### src/design/prefixed_integer_parser_top_assert.svh
// assertion macros for the prefixed integer parser
`ifndef PREFIXED_INTEGER_PARSER_TOP_ASSERT_SVH
`define PREFIXED_INTEGER_PARSER_TOP_ASSERT_SVH

// condition holds in the same cycle
`define PIP_ASSERT_NOW(label, clk, rst, ante, cons) \
  label: assert property (@(posedge clk) disable iff (rst) (ante) |-> (cons)) \
    else $error("prefixed integer parser check failed");

// condition holds in the cycle after the antecedent
`define PIP_ASSERT_NEXT(label, clk, rst, ante, cons) \
  label: assert property (@(posedge clk) disable iff (rst) (ante) |=> (cons)) \
    else $error("prefixed integer parser check failed");

`endif

### src/design/pip_pkg.sv
// package with types, character codes and digit decode for the integer parser
package pip_pkg;

  localparam int CH_BITS    = 8;
  localparam int OUT_BITS   = 64;
  localparam int RADIX_BITS = 5;
  localparam int DIGIT_BITS = 6;

  localparam logic [CH_BITS-1:0] CH_NUL   = 8'h00;
  localparam logic [CH_BITS-1:0] CH_ZERO  = 8'h30;
  localparam logic [CH_BITS-1:0] CH_MINUS = 8'h2D;
  localparam logic [CH_BITS-1:0] CH_UNDER = 8'h5F;
  localparam logic [CH_BITS-1:0] CH_X     = 8'h78;
  localparam logic [CH_BITS-1:0] CH_D     = 8'h64;
  localparam logic [CH_BITS-1:0] CH_B     = 8'h62;

  localparam logic [RADIX_BITS-1:0] RADIX_2  = 5'd2;
  localparam logic [RADIX_BITS-1:0] RADIX_8  = 5'd8;
  localparam logic [RADIX_BITS-1:0] RADIX_10 = 5'd10;
  localparam logic [RADIX_BITS-1:0] RADIX_16 = 5'd16;

  localparam logic [DIGIT_BITS-1:0] NOT_DIGIT = 6'h3F;

  typedef enum logic [3:0] {
    PH_START  = 4'b0001,
    PH_ZERO   = 4'b0010,
    PH_DIGITS = 4'b0100,
    PH_STOP   = 4'b1000
  } phase_t;

  function automatic logic [DIGIT_BITS-1:0] digit_of(input logic [CH_BITS-1:0] c);
    logic [DIGIT_BITS-1:0] d;
    case (c) inside
      [8'h30:8'h39]: d = DIGIT_BITS'(c - 8'h30);
      [8'h41:8'h5A]: d = DIGIT_BITS'(c - 8'h37);
      [8'h61:8'h7A]: d = DIGIT_BITS'(c - 8'h57);
      default:       d = NOT_DIGIT;
    endcase
    return d;
  endfunction

endpackage

### src/design/prefixed_integer_parser_top.sv
// prefixed integer parser: one string byte per beat in, one 64-bit value per string out
//
// Takes one ASCII byte per beat on ch and gives one result beat on value for each zero
// byte, which ends a string. A leading 0 picks the radix from the next byte (x hex,
// d decimal, b binary, otherwise octal starting with that byte); otherwise a leading
// minus negates a decimal value. Underscores are skipped and the first byte that is
// no digit of the radix stops parsing until the zero byte. The value wraps modulo
// 2^VALUE_WIDTH and is sign extended to 64 bits. A byte enters an input register, and
// its parser state update (one shift-and-add multiply by the radix plus the digit) is
// registered as it leaves that register; the result lands in an output register. One
// byte per cycle is sustained while the output does not stall. The input register fills
// while a result waits, so one byte is taken even under output stall.
`include "prefixed_integer_parser_top_assert.svh"

module prefixed_integer_parser_top import pip_pkg::*; #(
  parameter int VALUE_WIDTH = 64
) (
  input  logic                       clk,
  input  logic                       rst,
  input  logic                       in_valid,
  output logic                       in_ready,
  input  logic [CH_BITS-1:0]         ch,
  output logic                       out_valid,
  input  logic                       out_ready,
  output logic signed [OUT_BITS-1:0] value
);

  logic                   v1;
  logic [CH_BITS-1:0]     ch1;
  phase_t                 phase, phase_next;
  logic [RADIX_BITS-1:0]  radix, radix_next;
  logic                   negative, negative_next;
  logic [VALUE_WIDTH-1:0] acc, acc_next;

  logic                   adv;
  logic                   fire;
  logic                   is_end;
  logic                   take;
  logic [RADIX_BITS-1:0]  radix_eff;
  logic [DIGIT_BITS-1:0]  digit;
  logic [VALUE_WIDTH-1:0] acc_scaled;
  logic [VALUE_WIDTH-1:0] mag;
  logic signed [VALUE_WIDTH-1:0] result;

  assign adv      = !out_valid || out_ready;
  assign in_ready = !v1 || adv;
  assign fire     = v1 && adv;
  assign is_end   = (ch1 == CH_NUL);
  assign digit    = digit_of(ch1);

  always_comb begin
    case (radix_eff)
      RADIX_2:  acc_scaled = acc << 1;
      RADIX_8:  acc_scaled = acc << 3;
      RADIX_16: acc_scaled = acc << 4;
      default:  acc_scaled = (acc << 3) + (acc << 1);
    endcase
  end

  assign mag    = negative ? (~acc + VALUE_WIDTH'(1)) : acc;
  assign result = signed'(mag);

  // next parser state for the byte held in the input register
  always_comb begin
    phase_next    = phase;
    radix_next    = radix;
    negative_next = negative;
    acc_next      = acc;
    take          = 1'b0;
    radix_eff     = radix;
    case (phase)
      PH_START: begin
        radix_eff = RADIX_10;
        if (ch1 == CH_ZERO) begin
          phase_next = PH_ZERO;
        end else if (ch1 == CH_MINUS) begin
          negative_next = 1'b1;
          radix_next    = RADIX_10;
          phase_next    = PH_DIGITS;
        end else begin
          radix_next = RADIX_10;
          phase_next = PH_DIGITS;
          take       = 1'b1;
        end
      end
      PH_ZERO: begin
        phase_next = PH_DIGITS;
        radix_eff  = RADIX_8;
        if (ch1 == CH_X) begin
          radix_next = RADIX_16;
        end else if (ch1 == CH_D) begin
          radix_next = RADIX_10;
        end else if (ch1 == CH_B) begin
          radix_next = RADIX_2;
        end else begin
          radix_next = RADIX_8;
          take       = 1'b1;
        end
      end
      PH_DIGITS: begin
        take = 1'b1;
      end
      default: begin
        phase_next = PH_STOP;
      end
    endcase
    if (take && ch1 != CH_UNDER) begin
      if (digit >= DIGIT_BITS'(radix_eff)) begin
        phase_next = PH_STOP;
      end else begin
        acc_next = acc_scaled + VALUE_WIDTH'(digit);
      end
    end
    if (is_end) begin
      phase_next    = PH_START;
      radix_next    = RADIX_10;
      negative_next = 1'b0;
      acc_next      = '0;
    end
  end

  always_ff @(posedge clk) begin
    if (rst) begin
      v1        <= 1'b0;
      out_valid <= 1'b0;
      phase     <= PH_START;
      radix     <= RADIX_10;
      negative  <= 1'b0;
      acc       <= '0;
    end else begin
      if (in_ready) begin
        v1 <= in_valid;
      end
      if (adv) begin
        out_valid <= v1 && is_end;
      end
      if (fire) begin
        phase    <= phase_next;
        radix    <= radix_next;
        negative <= negative_next;
        acc      <= acc_next;
      end
    end
  end

  always_ff @(posedge clk) begin
    if (in_ready) begin
      ch1 <= ch;
    end
    if (fire && is_end) begin
      value <= OUT_BITS'(result);
    end
  end

  `PIP_ASSERT_NEXT(a_no_result_mid_string, clk, rst, fire && !is_end, !out_valid)
  `PIP_ASSERT_NEXT(a_clear_after_end, clk, rst, fire && is_end,
    phase == PH_START && acc == '0 && !negative && radix == RADIX_10)
  `PIP_ASSERT_NEXT(a_stop_holds, clk, rst, phase == PH_STOP && !(fire && is_end),
    phase == PH_STOP)
  `PIP_ASSERT_NOW(a_radix_legal, clk, rst, 1'b1,
    radix == RADIX_2 || radix == RADIX_8 || radix == RADIX_10 || radix == RADIX_16)

endmodule
### config.mk
export PLATFORM = sky130hd
export DESIGN_NAME = prefixed_integer_parser_top
export DESIGN_NICKNAME = d
export VERILOG_FILES = /design/src/design/pip_pkg.sv /design/src/design/prefixed_integer_parser_top.sv
export VERILOG_INCLUDE_DIRS = /design/src /design/src/design
export SDC_FILE = /design/constraint.sdc
export NUM_CORES = 1
export LEC_CHECK = 0
export ABC_AREA = 1
export BUFFER_PORTS_ARGS = -buffer_cell sky130_fd_sc_hd__buf_2
export CAP_MARGIN = 0
export CORE_UTILIZATION = 50
export DETAILED_ROUTE_END_ITERATION = 10
export MAX_ROUTING_LAYER = met4
export PLACE_DENSITY = 0.71
export SYNTH_ARGS = -nofsm -noshare
export SYNTH_HDL_FRONTEND = slang
export SYNTH_SLANG_ARGS = --single-unit
export TNS_END_PERCENT = 20
### constraint.sdc
create_clock -name clk -period 8.65 [get_ports clk]
set_input_delay 1.2975 -clock clk [delete_from_list [all_inputs] [get_ports clk]]
set_output_delay 1.2975 -clock clk [all_outputs]
set_load 0.02 [all_outputs]
==> results of run 1 <==
==> worst max-delay path: cells and delay by family, from the launching register on <==
kind	cells	cell delay [ps]
AOI/OAI and AO/OA	4	640
DFF	1	370
buffers and inverters	2	480
adders and majority gates	1	320
and+or+nand+nor	13	2800
==> metal layers <==
layer | up-vias | GRT usage | part of all wire
li1 | 9247 | - | -
met1 | 8826 | 0.5451 | 0.43
met2 | 1108 | 0.5858 | 0.42
met3 | 116 | 0.06540 | 0.12
met4 | 0 | 0.1220 | 0.027
met5 | - | - | 0
==> power breakdown <==
part	switching, uW	internal (uW)	leakage (uW)
Clock	365	422	0.000304
Sequential	9.57	725	0.00130
Combinational	155	54.5	0.00735
==> metrics by stage <==
step	cells	power, uW	utilization	hold slack, ps	area, um^2
floorplan	2889	890.0	-	457.1	16630
global placement	3342	949.2	0.5300	471.6	17290
detailed placement	3342	949.9	0.5300	479.5	17290
CTS	3374	1720	0.5491	494.0	17910
global route	3375	1769	0.5492	524.8	17910
finish	3375	1731	0.5492	496.9	17910
==> final timing paths <==
| check | start | endpoint | slack (ps) | cells after the start |
|---|---|---|---|---|
| min | acc[63] | acc[63] | 500 | 2 |
| min reg2reg | acc[63] | acc[63] | 500 | 2 |
| max | phase[1] | acc[50] | 3840 | 20 |
| max reg2reg | phase[1] | acc[50] | 3840 | 20 |
==> layout by cell type (no fill, tap or decap), types with 3 or more instances in the layout <==
cell       Yosys  layout
a21oi_1      153     153
a22oi_1       17      17
a31oi_1        6       6
and2_1         3       3
buf_2         12      77
buf_4          8       8
clkbuf_16      0      19
clkinv_8       0       3
dfxtp_1       74      74
edfxtp_1      72      72
ha_1          78      78
inv_1        496     496
inv_2          4       4
inv_8          0       6
nand2_1      991     990
nand2_2        4       5
nand2_4        4       4
nand3_1      248     248
nand3_2        9       9
nand3_4        4       4
nand3b_1      10      10
nand4_1       52      52
nor2_1       294     292
nor2_2        20      21
nor2_4        12      13
nor3_1        22      22
nor4_1        25      25
o2111ai_1      6       6
o211ai_1      11      11
o21ai_0       60      60
o21ai_1        8       8
o21bai_1       3       3
o221ai_1       5       5
o22ai_1       14      14
o31ai_1        6       6
o41ai_1        4       4
or2_2          5       5
xnor2_1       10      10
xor2_1        63      63
==> sequential cells by signal, summed over array words and instances, names as in the netlist <==
| name | count |
|---|---|
| value | 64 |
| ch1 | 8 |
| out_valid | 1 |
| v1 | 1 |
| radix | 3 |
| acc | 64 |
| negative | 1 |
| phase | 4 |
==> layout make-up <==
| cell class | instances | area (um^2) |
|---|---|---|
| diodes | 1 | 2.502 |
| flip-flops and latches | 146 | 3643 |
| well taps | 442 | 553.0 |
| clock buffers | 19 | 475.5 |
| clock inverters | 13 | 150.1 |
| inverters | 502 | 1884 |
| fillers | 3412 | 14700 |
| repair buffers | 85 | 445.4 |
| multi-input cells | 2167 | 10760 |
==> cells by family after synthesis <==
group                    count (synthesis)  share of synthesized area
AND/OR/NAND/NOR                       1712                     0.4430
adder cells (fa/ha/maj)                 80                    0.06109
AO/OA/AOI/OAI                          302                     0.1037
flip-flops                             146                     0.2191
buffers and inverters                  576                     0.1347
XOR/XNOR                                73                    0.03844
==> flow_summary.ini, run 1 <==
[status]
status = finished clean

[timing]
fin_skew_ps = 14.14
worst_slew_pin_slew_ps = 1298
hold_viol = 0
fin_crit_ps = 4811
final-max-slew-violation-count = 0
fin_ws_ps = 3839
fmax_mhz = 207.8
min_period_over_period = 0.5562
rsz0062_at_grt = no
setup_tns_ps = 0
slew_headroom = 0.1347
setup_viol = 0

[clocking]
numCtsBuffers = 17
post_cts_buffers = 0
cts_root_buffer = clkbuf_16
clock_sinks = 146
htreeDepth = 4
cts_buffer_depth = 2
cts_tree = built
cts_hold_buffers = 0
clk_pin_slew_ps = 70
worstSkewPairLatency_ps = 460
cts_resized = 0

[logic_synthesis]
syn_avg_cell_area_um2 = 5.757
yosysTopAreaCellShare = 0.2237
synthCells = 2889
ys_seq_elements = 146
synth_top_area_cell = nand2_1
synth.most_common_cell = nand2_1
yosysUniqueCellTypes = 55
syn_nets = 2981
synthArstFlopShare = 0
yosysWarnings = 0
synth-edff-count = 72
netlist_area_mm2 = 0.01663
synth.area.top_cells = nand2_1 (22%), edfxtp_1 (13%), inv_1 (11%)
synthTopCellsByCount = nand2_1 (991), inv_1 (496), nor2_1 (294)
synth_flop_cell = dfxtp_1
synth_seq_area_share = 0.2191

[grt]
globalRoute.totalOverflow = 0
antenna_found_initial = 1
track_usage = 0.3950
grt_pass1_wl_mm = 99.06
grt_max_degree = 67
grt_pass1_vias = 17530

[worst_setup_path]
max_stage_delay_ps = 600
crit_slowest_cell = nand3_2
critical_path_peak_fanout = 36
cp_cell_sequence = inv_2 -> nor2_4 -> nand2_4 -> a21oi_4 -> nand3_4 -> nand3_2 -> buf_4 -> o21ai_0 -> ha_1 -> o21ai_0 -> nand2_1 -> nand3_1 -> nor2_4 -> nand3b_1 -> nor2_2 -> nand3_2 -> nor2_2 -> nand3_1 -> nand3_1 -> a21oi_1
cp_common_cell = nand3_1
required_ps = 8960
crit_path_end_kind = flip-flop
critPathLaunchType = flip-flop
path_class = flip-flop to flip-flop
arrival_ps = 5120

[power_and_ir_drop]
leakage_uw = 0.008955
powerDensity_mw_per_mm2 = 96.61
ir_worst_vdd_mv = 0.1497

[routing]
antenna_left = 0
via_count = 19300
first_pass_iters = 6
first_iter_violations = 2278
via_per_inst = 5.718
drc = 0
wl_per_cell_um = 19.25
totalWireLength_mm = 64.96

[placed_design]
port_buffers = 77
place_worst_setup_slack_ps = 4053
place.gp.congestion = 1.074
dp_hpwl_mm = 50.98

[cells_and_area]
area_delta_synth_final_pct = 7.711
final_nets = 3011
drive_gt1_frac = 0.06446

[floorplan]
start_util = 0.5099
ios = 78
die-area_mm2 = 0.03400
coreArea_mm2 = 0.03262
row_count = 66
fp.dieW_um = 184.4
die_h_um = 184.4

[job]
max_cap_violations = 0

[worst_hold_path]
hold_path.class = flip-flop to flip-flop
Note: power is estimated with default switching activity, not from simulation.
==> inputs of run 2 (changes only) <==
--- a/config.mk
+++ b/config.mk
@@ -12,7 +12,7 @@
 export CORE_UTILIZATION = 50
 export DETAILED_ROUTE_END_ITERATION = 10
 export MAX_ROUTING_LAYER = met4
-export PLACE_DENSITY = 0.71
+export PLACE_DENSITY = 0.74
 export SYNTH_ARGS = -nofsm -noshare
 export SYNTH_HDL_FRONTEND = slang
 export SYNTH_SLANG_ARGS = --single-unit
==> constraint.sdc (replaced) <==
create_clock -name clk -period 4 [get_ports clk]
set_input_delay 0.6 -clock clk [delete_from_list [all_inputs] [get_ports clk]]
set_output_delay 0.6 -clock clk [all_outputs]
set_load 0.02 [all_outputs]
==> run 2 against run 1 <==
Maximum frequency rose by 26%. Setup slack lost 3700 ps. Sequential cell count unchanged. Utilization rose by 3.1 points. Register-to-register slack got worse by 3700 ps. Non-clock buffer count is 116 higher. Clock power grew 100%. Wire length increased by 1.5%. Combinational power is 150% higher. Critical endpoint is now acc[63].
==> flow_summary.ini, run 2 (synthesis results as in run 1) <==
[status]
status = finished clean

[routing]
totalWireLength_mm = 65.95
wl_per_cell_um = 18.89
via_per_inst = 5.611
via_count = 19590
first_iter_violations = 2394
first_pass_iters = 7
antenna_left = 0
drc = 0

[placed_design]
port_buffers = 77
dp_hpwl_mm = 51.95
place.gp.congestion = 1.025

[grt]
grt_pass1_vias = 17850
grt_pass1_wl_mm = 100.2
use_met1 = 0.5495
antenna_found_initial = 1
globalRoute.totalOverflow = 0
grt_max_degree = 55
grtUsageMet3 = 0.07765
grtUsageMet2 = 0.5861
track_usage = 0.4008
grt.busiest_layer = met2

[floorplan]
start_util = 0.5099
fp.dieW_um = 184.4
row_count = 66
ios = 78
die_h_um = 184.4
die-area_mm2 = 0.03400
coreArea_mm2 = 0.03262

[timing]
setup_tns_ps = 0
worst_slew_pin_slew_ps = 917.9
fin_hold_ws_ps = 338.3
fmax_mhz = 261.7
hold_viol = 0
min_period_over_period = 0.9555
final-max-slew-violation-count = 0
fin_skew_ps = 11.64
slew_headroom = 0.3843
fin_crit_ps = 3822
setup_viol = 0

[worst_hold_path]
hold_path.class = primary input to flip-flop

[worst_setup_path]
critPathLaunchType = flip-flop
crit_slowest_cell = edfxtp_1
required_ps = 4310
crit_buf_inv = 5
critical_path_peak_fanout = 7
crit_path_end_kind = flip-flop
cpLargestDelayFamily = simple AND/OR/NAND/NOR gates
max_stage_delay_ps = 400
arrival_ps = 4130
path_class = flip-flop to flip-flop
cp_common_cell = nor2_4

[job]
max_cap_violations = 0

[cells_and_area]
top_regs = acc (64), value (64), ch1 (8)
fin_util = 0.5801
final_nets = 3127
final_common_cell = nand2_1
drive_gt1_frac = 0.1099
final_cell_mix = nand2_1 (986), inv_1 (491), nor2_1 (288), nand3_1 (243), a21oi_1 (153)
area_delta_synth_final_pct = 13.77

[power_and_ir_drop]
power_uw = 3708
switching_share = 0.2953
powerDensity_mw_per_mm2 = 195.9
ir_worst_vdd_mv = 0.3197
clkPwrFrac = 0.433
combPwrFrac = 0.140
seqPwrFrac = 0.427
intPower_uw = 2613
leakage_uw = 0.009549
switchingPower_uw = 1095

[clocking]
cts_buffer_depth = 2
htreeDepth = 4
cts_root_buffer = clkbuf_16
numCtsBuffers = 17
worstSkewPairLatency_ps = 450
cts_tree = built
clock_sinks = 146
cts_hold_buffers = 0
clk_pin_slew_ps = 70
-- run 2: changes by cell type in the layout (fill, tap and decap cells not counted), sizes merged --
cell | previous run | this run
clkinvlp | 1 | 3
clkinv | 6 | 7
inv | 508 | 502
clkbuf | 19 | 21
buf | 85 | 201
bufinv | 0 | 1
-- run 2: layout make-up --
type,count,area (um^2)
inverter,502,1884
antenna,1,2.502
clock inverter,11,106.4
clock buffer,21,460.4
timing repair buffer,201,1361
tap,442,553.0
fill,3334,13700
multi-input combinational,2167,10900
sequential,146,3650
-- run 2: power groups by stage --
stage / sequential [uW] / combinational (uW) / clock, uW
after CTS: 1580 / 480 / 1610
after global placement: 1610 / 473 / 0
after detailed placement: 1620 / 475 / 0
after global routing: 1580 / 557 / 1650
final: 1580 / 518 / 1610
after floorplan: 1610 / 313 / 0
-- run 2: what timing repair did --
action	4_1_cts	5_1_grt
gates resized for setup	1	42
endpoints found under the setup margin	2	52
pin swaps	0	19
setup buffers	0	14
-- run 2: final timing paths --
kind         cells past startpoint     from  endpoint  slack [ps]
max reg2reg                     28   ch1[0]   acc[63]         180
min                              1    ch[3]    ch1[3]         340
min reg2reg                      2  acc[63]   acc[63]         490
max                             28   ch1[0]   acc[63]         180
-- run 2: per-stage QoR --
step	area, um^2	cells	setup slack [ps]
after floorplan	16630	2889	35.84
after global placement	18090	3444	116.3
after detailed placement	18090	3444	24.35
after CTS	18660	3476	56.29
after global routing	18920	3491	-95.45
final	18920	3491	178.2
-- run 2: routing by layer --
metal,up-vias,share of wire
li1,9482,-
met1,8890,0.43
met2,1075,0.42
met3,141,0.12
met4,0,0.031
met5,-,0
-- run 2: worst reg2reg max path: cells and delay by family (launching register included) --
family	cells	cell delay, ps
AOI/OAI and AO/OA	4	420
adders and majority gates	3	610
DFF	1	400
and+or+nand+nor	16	1850
buffers and inverters	5	410
